<file path="src/hdl/lpt_pkg.sv">
// shared codes, widths and the request control struct for the lru page table
package lpt_pkg;

  // fixed field widths
  localparam int REQ_W    = 3;
  localparam int STATUS_W = 3;
  localparam int CFG_W    = 5;
  localparam int APB_AW   = 3;
  localparam int APB_DW   = 32;

  // parameter defaults
  localparam int MAX_SLOTS_DEF  = 16;
  localparam int DATA_WIDTH_DEF = 32;
  localparam int AGE_WIDTH_DEF  = 16;

  // register map
  localparam logic [APB_AW-1:0] ADDR_ENTRIES_IN_USE = 3'd0;
  localparam logic [CFG_W-1:0]  ENTRIES_RESET       = 5'd16;

  // request codes
  localparam logic [REQ_W-1:0] REQ_PLACE_FREE = 3'd0;
  localparam logic [REQ_W-1:0] REQ_PLACE_AT   = 3'd1;
  localparam logic [REQ_W-1:0] REQ_LOOKUP     = 3'd2;
  localparam logic [REQ_W-1:0] REQ_FIND_LRU   = 3'd3;
  localparam logic [REQ_W-1:0] REQ_SWAP_IN    = 3'd4;
  localparam logic [REQ_W-1:0] REQ_REMOVE     = 3'd5;
  localparam logic [REQ_W-1:0] REQ_TICK       = 3'd6;
  localparam logic [REQ_W-1:0] REQ_READ_TIMER = 3'd7;

  // status codes
  localparam logic [STATUS_W-1:0] ST_OK       = 3'd0;
  localparam logic [STATUS_W-1:0] ST_FULL     = 3'd1;
  localparam logic [STATUS_W-1:0] ST_OCCUPIED = 3'd2;
  localparam logic [STATUS_W-1:0] ST_EMPTY    = 3'd3;
  localparam logic [STATUS_W-1:0] ST_RANGE    = 3'd4;

  // control part of a request as it walks down the cell chain
  typedef struct packed {
    logic                vld;
    logic [REQ_W-1:0]    req;
    logic                in_range;
    logic                hit;
    logic [STATUS_W-1:0] status;
    logic                any;
  } ctrl_t;

endpackage

</file>
<file path="src/hdl/lru_page_table.sv">
// top level of the lru page table: config port, cell chain and output register
//
// channel  direction  handshake                 payload
// in       input      in_valid / in_ready       req_type, slot_index, entry_data
// out      output     out_valid / out_ready     status, result_index, result_data,
//                                               result_timer, any_valid
// cfg      input      psel, penable, pwrite     paddr, pwdata, prdata (pready tied high)
//
// a request walks the row of MAX_SLOTS cells, one cell per cycle while the chain
// advances, and then into the output register; the chain holds one request
// per cell, so one transfer per cycle is taken while the output keeps draining
// reset clears every valid mark and timer at once and sets entries_in_use to 16
// a stalled output holds its result; the chain still shifts while its last cell
// is empty, and only stops when a result there has nowhere to go
module lru_page_table #(
  parameter int MAX_SLOTS  = lpt_pkg::MAX_SLOTS_DEF,
  parameter int DATA_WIDTH = lpt_pkg::DATA_WIDTH_DEF,
  parameter int AGE_WIDTH  = lpt_pkg::AGE_WIDTH_DEF,
  localparam int IDX_W     = $clog2(MAX_SLOTS)
) (
  input  logic                         clk,
  input  logic                         rst,
  // request channel
  input  logic                         in_valid,
  output logic                         in_ready,
  input  logic [lpt_pkg::REQ_W-1:0]    req_type,
  input  logic [IDX_W-1:0]             slot_index,
  input  logic [DATA_WIDTH-1:0]        entry_data,
  // result channel
  output logic                         out_valid,
  input  logic                         out_ready,
  output logic [lpt_pkg::STATUS_W-1:0] status,
  output logic [IDX_W-1:0]             result_index,
  output logic [DATA_WIDTH-1:0]        result_data,
  output logic [AGE_WIDTH-1:0]         result_timer,
  output logic                         any_valid,
  // configuration port
  input  logic                         psel,
  input  logic                         penable,
  input  logic                         pwrite,
  input  logic [lpt_pkg::APB_AW-1:0]   paddr,
  input  logic [lpt_pkg::APB_DW-1:0]   pwdata,
  output logic [lpt_pkg::APB_DW-1:0]   prdata,
  output logic                         pready
);

  // compare width that holds both the slot count and the register value
  localparam int CNT_W = $clog2(MAX_SLOTS + 1);
  localparam int CMP_W = (CNT_W > lpt_pkg::CFG_W) ? CNT_W : lpt_pkg::CFG_W;

  logic [lpt_pkg::CFG_W-1:0] entries_in_use;
  logic [CMP_W-1:0]          n_used;
  logic                      adv;

  // chain links: index 0 is the entry, index MAX_SLOTS the last cell's register
  lpt_pkg::ctrl_t        ctl   [0:MAX_SLOTS];
  logic [IDX_W-1:0]      idx   [0:MAX_SLOTS];
  logic [DATA_WIDTH-1:0] wdata [0:MAX_SLOTS];
  logic [DATA_WIDTH-1:0] rdata [0:MAX_SLOTS];
  logic [AGE_WIDTH-1:0]  best  [0:MAX_SLOTS];
  logic [AGE_WIDTH-1:0]  timer [0:MAX_SLOTS];
  logic [IDX_W-1:0]      rindex[0:MAX_SLOTS];
  logic [MAX_SLOTS-1:0]  in_use;

  // ---------------------------------------------------------------- config
  assign pready = 1'b1;

  always_ff @(posedge clk) begin
    if (rst) begin
      entries_in_use <= lpt_pkg::ENTRIES_RESET;
    end else if (psel && penable && pwrite && (paddr == lpt_pkg::ADDR_ENTRIES_IN_USE)) begin
      entries_in_use <= pwdata[lpt_pkg::CFG_W-1:0];
    end
  end

  always_comb begin
    prdata = '0;
    if (paddr == lpt_pkg::ADDR_ENTRIES_IN_USE) begin
      prdata = {{(lpt_pkg::APB_DW - lpt_pkg::CFG_W){1'b0}}, entries_in_use};
    end
  end

  // a count beyond the table acts as the full table
  assign n_used = (CMP_W'(entries_in_use) > CMP_W'(MAX_SLOTS)) ? CMP_W'(MAX_SLOTS)
                                                                : CMP_W'(entries_in_use);

  // ---------------------------------------------------------------- flow
  // the chain moves when its last cell is empty or the output register can take it
  assign adv      = !ctl[MAX_SLOTS].vld || !out_valid || out_ready;
  assign in_ready = adv;

  // ---------------------------------------------------------------- entry
  // the starting status is what the request reports if no cell changes it
  always_comb begin
    ctl[0].vld      = in_valid;
    ctl[0].req      = req_type;
    ctl[0].in_range = (CMP_W'(slot_index) < n_used);
    ctl[0].hit      = 1'b0;
    ctl[0].any      = 1'b0;
    case (req_type)
      lpt_pkg::REQ_PLACE_FREE: ctl[0].status = lpt_pkg::ST_FULL;
      lpt_pkg::REQ_FIND_LRU:   ctl[0].status = lpt_pkg::ST_EMPTY;
      lpt_pkg::REQ_TICK:       ctl[0].status = lpt_pkg::ST_OK;
      default: begin
        ctl[0].status = ctl[0].in_range ? lpt_pkg::ST_OK : lpt_pkg::ST_RANGE;
      end
    endcase
  end

  assign idx[0]    = slot_index;
  assign wdata[0]  = entry_data;
  assign rdata[0]  = '0;
  assign best[0]   = '0;
  assign timer[0]  = '0;
  assign rindex[0] = '0;

  // ---------------------------------------------------------------- cells
  for (genvar i = 0; i < MAX_SLOTS; i++) begin : g_cell
    assign in_use[i] = (CMP_W'(i) < n_used);

    lpt_cell #(
      .DATA_WIDTH (DATA_WIDTH),
      .AGE_WIDTH  (AGE_WIDTH),
      .IDX_W      (IDX_W),
      .CELL_ID    (i)
    ) u_cell (
      .clk        (clk),
      .rst        (rst),
      .adv        (adv),
      .in_use     (in_use[i]),
      .ctl_in     (ctl[i]),
      .idx_in     (idx[i]),
      .wdata_in   (wdata[i]),
      .rdata_in   (rdata[i]),
      .best_in    (best[i]),
      .timer_in   (timer[i]),
      .rindex_in  (rindex[i]),
      .ctl_out    (ctl[i+1]),
      .idx_out    (idx[i+1]),
      .wdata_out  (wdata[i+1]),
      .rdata_out  (rdata[i+1]),
      .best_out   (best[i+1]),
      .timer_out  (timer[i+1]),
      .rindex_out (rindex[i+1])
    );
  end

  // ---------------------------------------------------------------- output
  // parts the chain from the consumer so a bubble still lets the chain shift
  always_ff @(posedge clk) begin
    if (rst) begin
      out_valid <= 1'b0;
    end else if (adv && ctl[MAX_SLOTS].vld) begin
      out_valid <= 1'b1;
    end else if (out_ready) begin
      out_valid <= 1'b0;
    end
  end

  always_ff @(posedge clk) begin
    if (adv && ctl[MAX_SLOTS].vld) begin
      status       <= ctl[MAX_SLOTS].status;
      any_valid    <= ctl[MAX_SLOTS].any;
      result_index <= rindex[MAX_SLOTS];
      result_data  <= rdata[MAX_SLOTS];
      result_timer <= timer[MAX_SLOTS];
    end
  end

`ifndef SYNTH
  // input side only stops while a result in the last cell cannot move on
  a_ready_stall: assert property (@(posedge clk) disable iff (rst)
    !in_ready |-> (out_valid && !out_ready && ctl[MAX_SLOTS].vld))
    else $error("input stalled without a blocked result");

  a_ready_after_reset: assert property (@(posedge clk)
    rst |=> in_ready)
    else $error("input not ready after reset");

  a_status_code: assert property (@(posedge clk) disable iff (rst)
    out_valid |-> (status <= lpt_pkg::ST_RANGE))
    else $error("status code out of range");

  a_index_ok: assert property (@(posedge clk) disable iff (rst)
    (out_valid && (result_index != '0)) |-> (status == lpt_pkg::ST_OK))
    else $error("slot index reported with a failing status");

  a_data_ok: assert property (@(posedge clk) disable iff (rst)
    (out_valid && ((result_data != '0) || (result_timer != '0)))
      |-> (status == lpt_pkg::ST_OK))
    else $error("data or timer reported with a failing status");
`endif

endmodule

</file>
<file path="src/hdl/lpt_cell.sv">
// one slot of the table, acting on the request that passes through it
module lpt_cell #(
  parameter int DATA_WIDTH = lpt_pkg::DATA_WIDTH_DEF,
  parameter int AGE_WIDTH  = lpt_pkg::AGE_WIDTH_DEF,
  parameter int IDX_W      = 4,
  parameter int CELL_ID    = 0
) (
  input  logic                  clk,
  input  logic                  rst,
  input  logic                  adv,
  input  logic                  in_use,
  input  lpt_pkg::ctrl_t        ctl_in,
  input  logic [IDX_W-1:0]      idx_in,
  input  logic [DATA_WIDTH-1:0] wdata_in,
  input  logic [DATA_WIDTH-1:0] rdata_in,
  input  logic [AGE_WIDTH-1:0]  best_in,
  input  logic [AGE_WIDTH-1:0]  timer_in,
  input  logic [IDX_W-1:0]      rindex_in,
  output lpt_pkg::ctrl_t        ctl_out,
  output logic [IDX_W-1:0]      idx_out,
  output logic [DATA_WIDTH-1:0] wdata_out,
  output logic [DATA_WIDTH-1:0] rdata_out,
  output logic [AGE_WIDTH-1:0]  best_out,
  output logic [AGE_WIDTH-1:0]  timer_out,
  output logic [IDX_W-1:0]      rindex_out
);

  localparam logic [IDX_W-1:0]     MY_IDX  = IDX_W'(CELL_ID);
  localparam logic [AGE_WIDTH-1:0] AGE_MAX = {AGE_WIDTH{1'b1}};

  logic                  valid, valid_next;
  logic [DATA_WIDTH-1:0] data, data_next;
  logic [AGE_WIDTH-1:0]  age, age_next;
  lpt_pkg::ctrl_t        ctl_next;
  logic [DATA_WIDTH-1:0] rdata_next;
  logic [AGE_WIDTH-1:0]  best_next, timer_next;
  logic [IDX_W-1:0]      rindex_next;
  logic                  fill, me;

  always_comb begin
    valid_next  = valid;
    data_next   = data;
    age_next    = age;
    ctl_next    = ctl_in;
    rdata_next  = rdata_in;
    best_next   = best_in;
    timer_next  = timer_in;
    rindex_next = rindex_in;
    fill        = 1'b0;
    me          = in_use && ctl_in.in_range && (idx_in == MY_IDX);
    if (ctl_in.vld) begin
      case (ctl_in.req)
        lpt_pkg::REQ_PLACE_FREE: begin
          if (in_use && !valid && !ctl_in.hit) begin
            fill            = 1'b1;
            ctl_next.hit    = 1'b1;
            ctl_next.status = lpt_pkg::ST_OK;
            rindex_next     = MY_IDX;
          end
        end
        lpt_pkg::REQ_PLACE_AT: begin
          if (me) begin
            if (valid) begin
              ctl_next.status = lpt_pkg::ST_OCCUPIED;
            end else begin
              fill        = 1'b1;
              rindex_next = MY_IDX;
            end
          end
        end
        lpt_pkg::REQ_LOOKUP: begin
          if (me) begin
            if (valid) begin
              age_next   = '0;
              rdata_next = data;
            end else begin
              ctl_next.status = lpt_pkg::ST_EMPTY;
            end
          end
        end
        lpt_pkg::REQ_FIND_LRU: begin
          // strict compare keeps the lowest index on ties
          if (in_use && valid && (!ctl_in.hit || age > best_in)) begin
            ctl_next.hit    = 1'b1;
            ctl_next.status = lpt_pkg::ST_OK;
            best_next       = age;
            rindex_next     = MY_IDX;
          end
        end
        lpt_pkg::REQ_SWAP_IN: begin
          if (me) begin
            if (valid) begin
              rdata_next = data;
            end else begin
              ctl_next.status = lpt_pkg::ST_EMPTY;
            end
            fill = 1'b1;
          end
        end
        lpt_pkg::REQ_REMOVE: begin
          if (me) begin
            if (valid) begin
              valid_next = 1'b0;
              age_next   = '0;
            end else begin
              ctl_next.status = lpt_pkg::ST_EMPTY;
            end
          end
        end
        lpt_pkg::REQ_TICK: begin
          if (in_use && valid && (age != AGE_MAX)) begin
            age_next = age + 1'b1;
          end
        end
        lpt_pkg::REQ_READ_TIMER: begin
          if (me) begin
            if (valid) begin
              timer_next = age;
            end else begin
              ctl_next.status = lpt_pkg::ST_EMPTY;
            end
          end
        end
        default: begin
          ctl_next = ctl_in;
        end
      endcase
    end
    if (fill) begin
      valid_next = 1'b1;
      data_next  = wdata_in;
      age_next   = '0;
    end
    ctl_next.any = ctl_in.any | (in_use & valid_next);
  end

  always_ff @(posedge clk) begin
    if (rst) begin
      valid   <= 1'b0;
      age     <= '0;
      ctl_out <= '0;
    end else if (adv) begin
      valid   <= valid_next;
      age     <= age_next;
      ctl_out <= ctl_next;
    end
  end

  always_ff @(posedge clk) begin
    if (adv) begin
      data       <= data_next;
      idx_out    <= idx_in;
      wdata_out  <= wdata_in;
      rdata_out  <= rdata_next;
      best_out   <= best_next;
      timer_out  <= timer_next;
      rindex_out <= rindex_next;
    end
  end

endmodule

</file>
<file path="config.mk">
export PLATFORM = sky130hd
export DESIGN_NAME = lru_page_table
export DESIGN_NICKNAME = d
export VERILOG_FILES = /design/src/hdl/lpt_pkg.sv /design/src/hdl/lru_page_table.sv /design/src/hdl/lpt_cell.sv
export SDC_FILE = /design/constraint.sdc
export NUM_CORES = 2
export LEC_CHECK = 0
export CORE_MARGIN = 4
export CORE_UTILIZATION = 55
export CTS_CLUSTER_SIZE = 30
export DETAILED_ROUTE_END_ITERATION = 7
export DONT_BUFFER_PORTS = 1
export PLACE_DENSITY = 0.7
export SLEW_MARGIN = 20
export SYNTH_ARGS = -nofsm -noshare
export SYNTH_HDL_FRONTEND = slang
export SYNTH_SLANG_ARGS = --single-unit
</file>
<file path="constraint.sdc">
create_clock -name clk -period 75.8 [get_ports clk]
set_input_delay 0 -clock clk [delete_from_list [all_inputs] [get_ports clk]]
set_output_delay 0 -clock clk [all_outputs]
set_load 0.02 [all_outputs]
</file>
# Yosys cells after proc, flatten, opt, wreduce, memory -nomap -nowiden
# Index checks and enable logic that the tools add are counted.
word_totals:
  in_bits: 81
  regBits: 2609
  out_inout_bits: 91
classes:
  order_cmp: 33
  bitwise: 31
  muxes: 657
  n_reduce_logical: 298
  eq_ne: 191
  addsub: 16
ops:
  columns: ["operator", "count"]
  rows:
  - ["$mux 16", 182]
  - ["$mux 32", 60]
  - ["$pmux 16 s2", 16]
  - ["$mux 4", 103]
  - ["$add 16x1->16 const B", 16]
  - ["$ne 16x16->1 const B", 16]
  - ["$gt 16x16->1", 15]
  - ["$mux 3", 65]
  - ["$eq 3x3->1 const B", 64]
  - ["$pmux 3 s4", 16]
  - ["$pmux 4 s3", 15]
  - ["$mux 10", 16]
  - ["$mux 1", 149]
  - ["$ne 3x1->1 const B", 48]
  - ["$logic_and 1x1->1", 114]
  - ["$eq 3x2->1 const B", 32]
  - ["$reduce_and 6->1", 16]
  - ["$reduce_or 2->1", 32]
  - ["$reduce_or 4->1", 16]
  - ["$logic_not 3->1", 17]
  - ["$eq 3x1->1 const B", 16]
  - ["$pmux 1 s3", 16]
  - ["$reduce_bool 3->1", 16]
  - ["$lt 4x5->1 const A", 8]
  - ["21 further kinds", 162]

# Depth between registers and ports, before layout
logic_depth:
  depth_word: 11
  ltp_mapped: 13
  depth_no_buf: 10

# Modules after synthesis
# A second synthesis with hierarchy kept.
unflattened:
  cells_unflattened: 8105
  hier_area_um2: 115713.5
modules_own_cells:
  columns: ["module", "area_each_um2", "cells_per_inst", "seq_area_each_um2", "instances"]
  rows:
  - ["lpt_cell (g_cell[1].u_cell ...)", 7193.1, 509, 4624.4, 2]
  - ["lpt_cell (g_cell[13].u_cell ...)", 7116.8, 490, 4624.4, 2]
  - ["lpt_cell (g_cell[9].u_cell)", 7339.5, 562, 4624.4, 1]
  - ["lpt_cell (g_cell[11].u_cell)", 7238.2, 476, 4624.4, 1]
  - ["lpt_cell (g_cell[6].u_cell)", 7155.6, 498, 4624.4, 1]
  - ["lpt_cell (g_cell[0].u_cell)", 7063.0, 501, 4624.4, 1]
  - ["lpt_cell (g_cell[12].u_cell)", 7040.5, 497, 4624.4, 1]
  - ["lpt_cell (g_cell[5].u_cell)", 7040.5, 486, 4624.4, 1]
  - ["lpt_cell (g_cell[3].u_cell)", 7015.5, 489, 4624.4, 1]
  - ["lpt_cell (g_cell[10].u_cell)", 6980.4, 488, 4624.4, 1]
  - ["lpt_cell (g_cell[8].u_cell)", 6944.2, 487, 4624.4, 1]
  - ["lpt_cell (g_cell[7].u_cell)", 6931.6, 480, 4624.4, 1]
  - ["lpt_cell (g_cell[15].u_cell)", 6927.9, 483, 4624.4, 1]
  - ["lpt_cell (g_cell[4].u_cell)", 6905.4, 490, 4624.4, 1]
  - ["lru_page_table", 2511.2, 170, 1801.7, 1]

# Worst setup path after synthesis
# OpenSTA, ideal clock, no wires.
synth_timing:
  kind: "register to register"
  start: "register out_valid"
  end: "register g_cell[0].u_cell.best_out[0] (enable)"
  period_less_slack_ns: 47.446
  setup_slack_ns: 28.354
  t_arrival_ns: 44.861
  setup_ns: 2.585
  stages_incl_launch_ff: 9
  path_cell_list: "dfxtp_1 -> and3b_1 -> buf_2 -> inv_1 -> buf_2 -> buf_2 -> buf_2 -> clkbuf_1 -> buf_1"
synth_between:
  elab_chain_cells: 3
synth_lines:
  columns: ["item", "line_no", "rtl"]
  rows:
  - ["start, declared", "lru_page_table.sv:30", "output logic out_valid,"]
  - ["start signal, assigned", "lru_page_table.sv:152", "out_valid <= 1'b0;"]
  - ["start signal, assigned", "lru_page_table.sv:154", "out_valid <= 1'b1;"]
  - ["start signal, assigned", "lru_page_table.sv:156", "out_valid <= 1'b0;"]
  - ["$logic_not 1->1", "lru_page_table.sv:89", "assign adv = !ctl[MAX_SLOTS].vld || !out_valid || out_ready;"]
  - ["$logic_or 1x1->1 (2 in a row)", "lru_page_table.sv:89", null]
  - ["via in_ready", "lru_page_table.sv:25", "output logic in_ready,"]
  - ["end signal, assigned", "lpt_cell.sv:155", "best_out <= best_next;"]
  - ["end, declared", "lpt_cell.sv:23", "output logic [AGE_WIDTH-1:0] best_out,"]
# The timed path passes the listed nets, and every way through them passes these cells.
# A chain may end at the register's enable or synchronous reset.

# Worst setup path after layout
layout_timing:
  start: "register out_valid"
  end: "register g_cell[4].u_cell.wdata_out[23] (enable)"
layout_between:
  elab_chain_cells: 3
layout_lines:
  columns: ["item", "line_no", "rtl"]
  rows:
  - ["$logic_not 1->1", "lru_page_table.sv:89", null]
  - ["$logic_or 1x1->1 (2 in a row)", "lru_page_table.sv:89", null]
  - ["end signal, assigned", "lpt_cell.sv:153", "wdata_out <= wdata_in;"]
  - ["end, declared", "lpt_cell.sv:21", "output logic [DATA_WIDTH-1:0] wdata_out,"]
# No other way between the ends.

==> impl.org <==
** Placement
- The HPWL after detailed placement is 151 mm.
- At the placement stage, the worst setup path has a slack of 69.66 ns.
- Buffers placed on the I/O ports in this run total 0.
- Post-DP Area :: between 100000 and 150000 sq um
- Routability Congestion :: around 0.87

** Setup path
- Startpoint of the most critical register-to-register path :: out_valid
- Logic depth of the worst register-to-register path :: 8
- Critical Path Start Type :: flop
- For this run, the slowest stage of the critical path takes 0.80 ns.
- Worst path slowest cell :: buf_4
- The number of buffers and inverters on the critical path is 7.
- CP Capture Type :: flop
- R2r endpoint :: g_cell[4].u_cell.wdata_out[23]
- Most repeated library cell on the critical path :: buf_4
- Crit-path leading delay family :: buffers and inverters
- For flop-to-flop paths, the worst setup slack is ~70 ns.
- Data arrives at the worst endpoint at approximately 6.6 ns.
- Required time at the endpoint of the critical path :: roughly 76 ns
- Kind of critical path :: reg2reg
- Critical-path cell list :: and3b_4 > buf_4 > inv_8 > buf_4 > buf_4 > buf_4 > buf_4 > buf_4
- Max Fanout on Critical Path :: 145

** Detailed routing
- Detailed-routing wirelength on met1 :: 107 mm
- Dividing the detail-routed via count by the number of cells gives ~5.8.
- Detailed-route wire length per cell :: around 21 um
- For this block, the initial DRC count from the detailed router was approximately 5800.
- After detailed routing, the number of remaining DRC violations is 0.
- Post-detailed-route count of antenna-violating nets :: 0
- Top Layer Used :: met4
- Wire length on met3 :: approximately 11 mm
- The first detailed-routing pass took 6 iterations.
- Total Wirelength :: around 230 mm
- Met2 routed WL :: between 100 and 150 mm
- Via count :: between 60000 and 70000

** Synth
- Counting every instance in the synthesized netlist gives 7810.
- Area share of xor/xnor cells in the synthesized design :: less than 1%
- Portion of the post-synthesis area used by sequential elements :: about 67%
- Adder-cell share of the synthesized area :: under 10%
- Yosys mapped a number of flops with a built-in enable equal to ~2200.
- edfxtp_1 takes more of the synthesized area than any other cell.
- Of all flip-flops after synthesis, the portion carrying an async set or reset was 0%.
- Count of yosys warnings during synthesis :: 0
- Of the post-synthesis cell area, the dominant cell type holds between 50% and 60%.
- Post-synthesis mux area share :: a little under a tenth
- Mean Syn Cell Area :: 14.0 sq um
- Main combinational cell family by area after synthesis :: simple AND/OR/NAND/NOR gates
- The most used flip-flop cell after synthesis is edfxtp_1.
- Synthesis inferred 2598 register bits.
- In this run the cell area of the synthesized design comes to between 100000 and 150000 sq um.
- Most area-consuming cells after synthesis :: edfxtp_1, mux2_2, dfxtp_1
- Synthesis instantiated ~120 different standard cells from the library.
- The synthesized netlist devotes 7.19% of its cell area to compound gates.
- Simple-gate share of the synthesized area :: approximately a tenth

** Pwr
- PnR Total Power :: slightly below 3 mW
- Power density normalized to cell area :: around 24 nW/um^2
- P_leak :: between 40 and 50 nW
- Max VDD drop :: ~0.022 mV

** STA
- Maximum achievable frequency :: about 0.17 GHz
- For the pin with the worst max-slew slack, the measured transition is between 1 and 1.5 ns.
- Number of max-slew violations in the final report :: 0
- Number of failing setup endpoints in the final timing report :: 0
- Setup tns final :: 0 ns
- Setup repair after global routing left no endpoint under its margin.
- After layout, the worst path uses just under 8% of the clock period.
- Slack of the critical path :: 69.77 ns
- Relative slew slack :: roughly 24%
- Fin. Hold Viols :: 0
- Clock skew on the completed layout was measured at roughly 0.053 ns.
- The smallest clock period supported by the final layout is computed as roughly 6 ns.

** Cells and area
- The sequential cells in the finished layout cover a total of ~74000 sq um.
- Number of nets in the layout :: slightly above 8000
- In the final layout, the multi-input gates occupy roughly 33000 sq um.
- The post-route netlist has a little under a fifth of its cells at a drive strength greater than 1.
- After filler insertion, the fill cell instance count of the layout stands at roughly 15000.
- Area overhead of the layout relative to synthesis :: 11.6%
- Commonest cells after routing, fill and taps aside :: edfxtp_1, mux2_2, nand2_1
- Leaving out fill and tap cells, the most frequent cell in the layout is edfxtp_1.
- The finished cells cover between 100000 and 150000 sq um.

** Clocking
- In this run the post-CTS setup repair buffer count came out at 0.
- Root buf cell :: clkbuf_16
- Number of hold-repair buffers added at the cts stage :: between 90 and 100
- Clock tree synthesis found a total of approximately 2600 sinks.
- The clock tree synthesis step divided the H-tree into 5 levels.
- Post-CTS repair changed the size of 0 cells.
- TritonCTS built the clock tree.
- Clock Latency Late Sink :: 0.91 ns
- Clock transition at the registers of the reported paths :: ~0.06 ns
- Number of clock buffers inserted by TritonCTS :: ~290
- Counting along the longest clock path gives a buffer depth of 4.

** Die
- Die extent in y :: around 450 um
- Core Footprint :: 197000 sq um
- In this run the count of I/O pins placed on the die edge is between 150 and 200.
- Starting utilization of the core area :: a little under three fifths
- After floorplanning, the core was divided into 163 placement rows.
- Horizontal die dimension :: between 400 and 500 um
- The die covers ~210000 sq um.

** Hold path
- The worst hold path terminates at g_cell[11].u_cell.age[11].
- Start point of the worst min-delay path :: rst
- In this run the worst hold path is classified as in2reg.
- Counting instances, the worst hold path has a depth of 3.

** GRT
- In the global route stage, overall resource usage came out at between 20 and 25%.
- Pin count of the biggest net entering global routing :: around 300
- Via count of the first global-routing pass :: between 60000 and 70000
- Summed over all layers, the global routing overflow is 0.
- The first global-routing pass estimated approximately 360 mm of wire.
- Number of antenna violations at the first check in global routing :: 3

** Flow run
- Max-Cap Viols :: 0

** Run status
- The run finished with clean final reports.
==> worst min-delay path, stage by stage <==
cell	delay, ns
dlygate4sd3_1	0.62
buf_16	0.19
a21oi_1	0.05
==> flip-flops by register name (all words and copies together) (netlist names), 4 cells and up <==
register,flops
g_cell.u_cell.valid,16
g_cell.u_cell.age,256
g_cell.u_cell.ctl_out,155
result_timer,16
g_cell.u_cell.timer_out,256
g_cell.u_cell.data,512
g_cell.u_cell.rindex_out,49
g_cell.u_cell.rdata_out,512
g_cell.u_cell.best_out,240
result_index,4
g_cell.u_cell.idx_out,60
entries_in_use,5
result_data,32
g_cell.u_cell.wdata_out,480
==> cell families (layout without fill, tap and decap cells) <==
family / Yosys count / after routing
DFF: 2598 / 2598
and+or+nand+nor: 2010 / 2010
AOI/OAI and AO/OA: 1244 / 1244
muxes: 925 / 925
buffers and inverters: 696 / 992
adders and majority gates: 260 / 260
xor gates and xnor gates: 75 / 75
other: 2 / 30
==> cell type report <==
type	count	area share (%)
Antenna cell	2	0.00411
Clock buffer	362	6.34
Clock inverter	134	1.13
Inverter	312	0.968
Multi-Input combinational cell	4542	27.0
Sequential cell	2598	60.4
Tap cell	2640	2.71
Timing Repair Buffer	184	1.41
==> metrics by stage <==
stage	utilization (%)	hold slack, ns	cells
after floorplan	-	0.0989	7836
after global placement	56.6	0.0990	10200
after detailed placement	56.6	0.0990	10200
after CTS	61.7	0.0108	10800
after global routing	61.8	0.0566	10800
final	61.8	0.0527	10800
==> synthesized netlist by cell type, types with 31 or more instances <==
cell type,count
edfxtp_1,2165
mux2_2,866
nand2_1,530
dfxtp_1,433
a21oi_1,404
nor2_1,375
o21ai_0,323
inv_1,310
ha_1,259
clkbuf_1,222
nand3_1,172
nor3_1,122
and2_1,114
nand4_1,106
buf_2,93
and3_1,86
or3_1,77
a31oi_1,73
nor2b_1,69
nand2b_1,52
nor4_1,51
o211ai_1,50
xor2_1,46
a211oi_1,40
buf_4,40
mux2_1,40
nand3b_1,40
or2_2,33
a21o_1,32
o31ai_1,31
==> per-layer routing <==
layer	GRT usage, %	up-vias
met5	0	-
met2	34.0	1749
met4	5.64	0
li1	-	29800
met3	2.90	377
met1	33.0	30700
==> power by group <==
group          leakage (nW)  switching [mW]  total [mW]  internal, mW
Sequential             27.3          0.0118        1.57          1.56
Combinational          14.2          0.0174      0.0269       0.00951
Clock                  4.46           0.532        1.34         0.813
==> worst max path at each step <==
stage	cells after the start	endpoint	slack [ns]	startpoint
after floorplan	8	g_cell[0].u_cell.best_out[0]	28.35	out_valid
after global placement	8	g_cell[6].u_cell.best_out[12]	69.81	out_valid
after detailed placement	8	g_cell[6].u_cell.best_out[12]	69.66	out_valid
after CTS	8	g_cell[5].u_cell.wdata_out[31]	69.67	out_valid
after global routing	8	g_cell[4].u_cell.wdata_out[23]	69.28	out_valid
final	8	g_cell[4].u_cell.wdata_out[23]	69.77	out_valid
No activity file was read; power rests on OpenSTA's default activity.
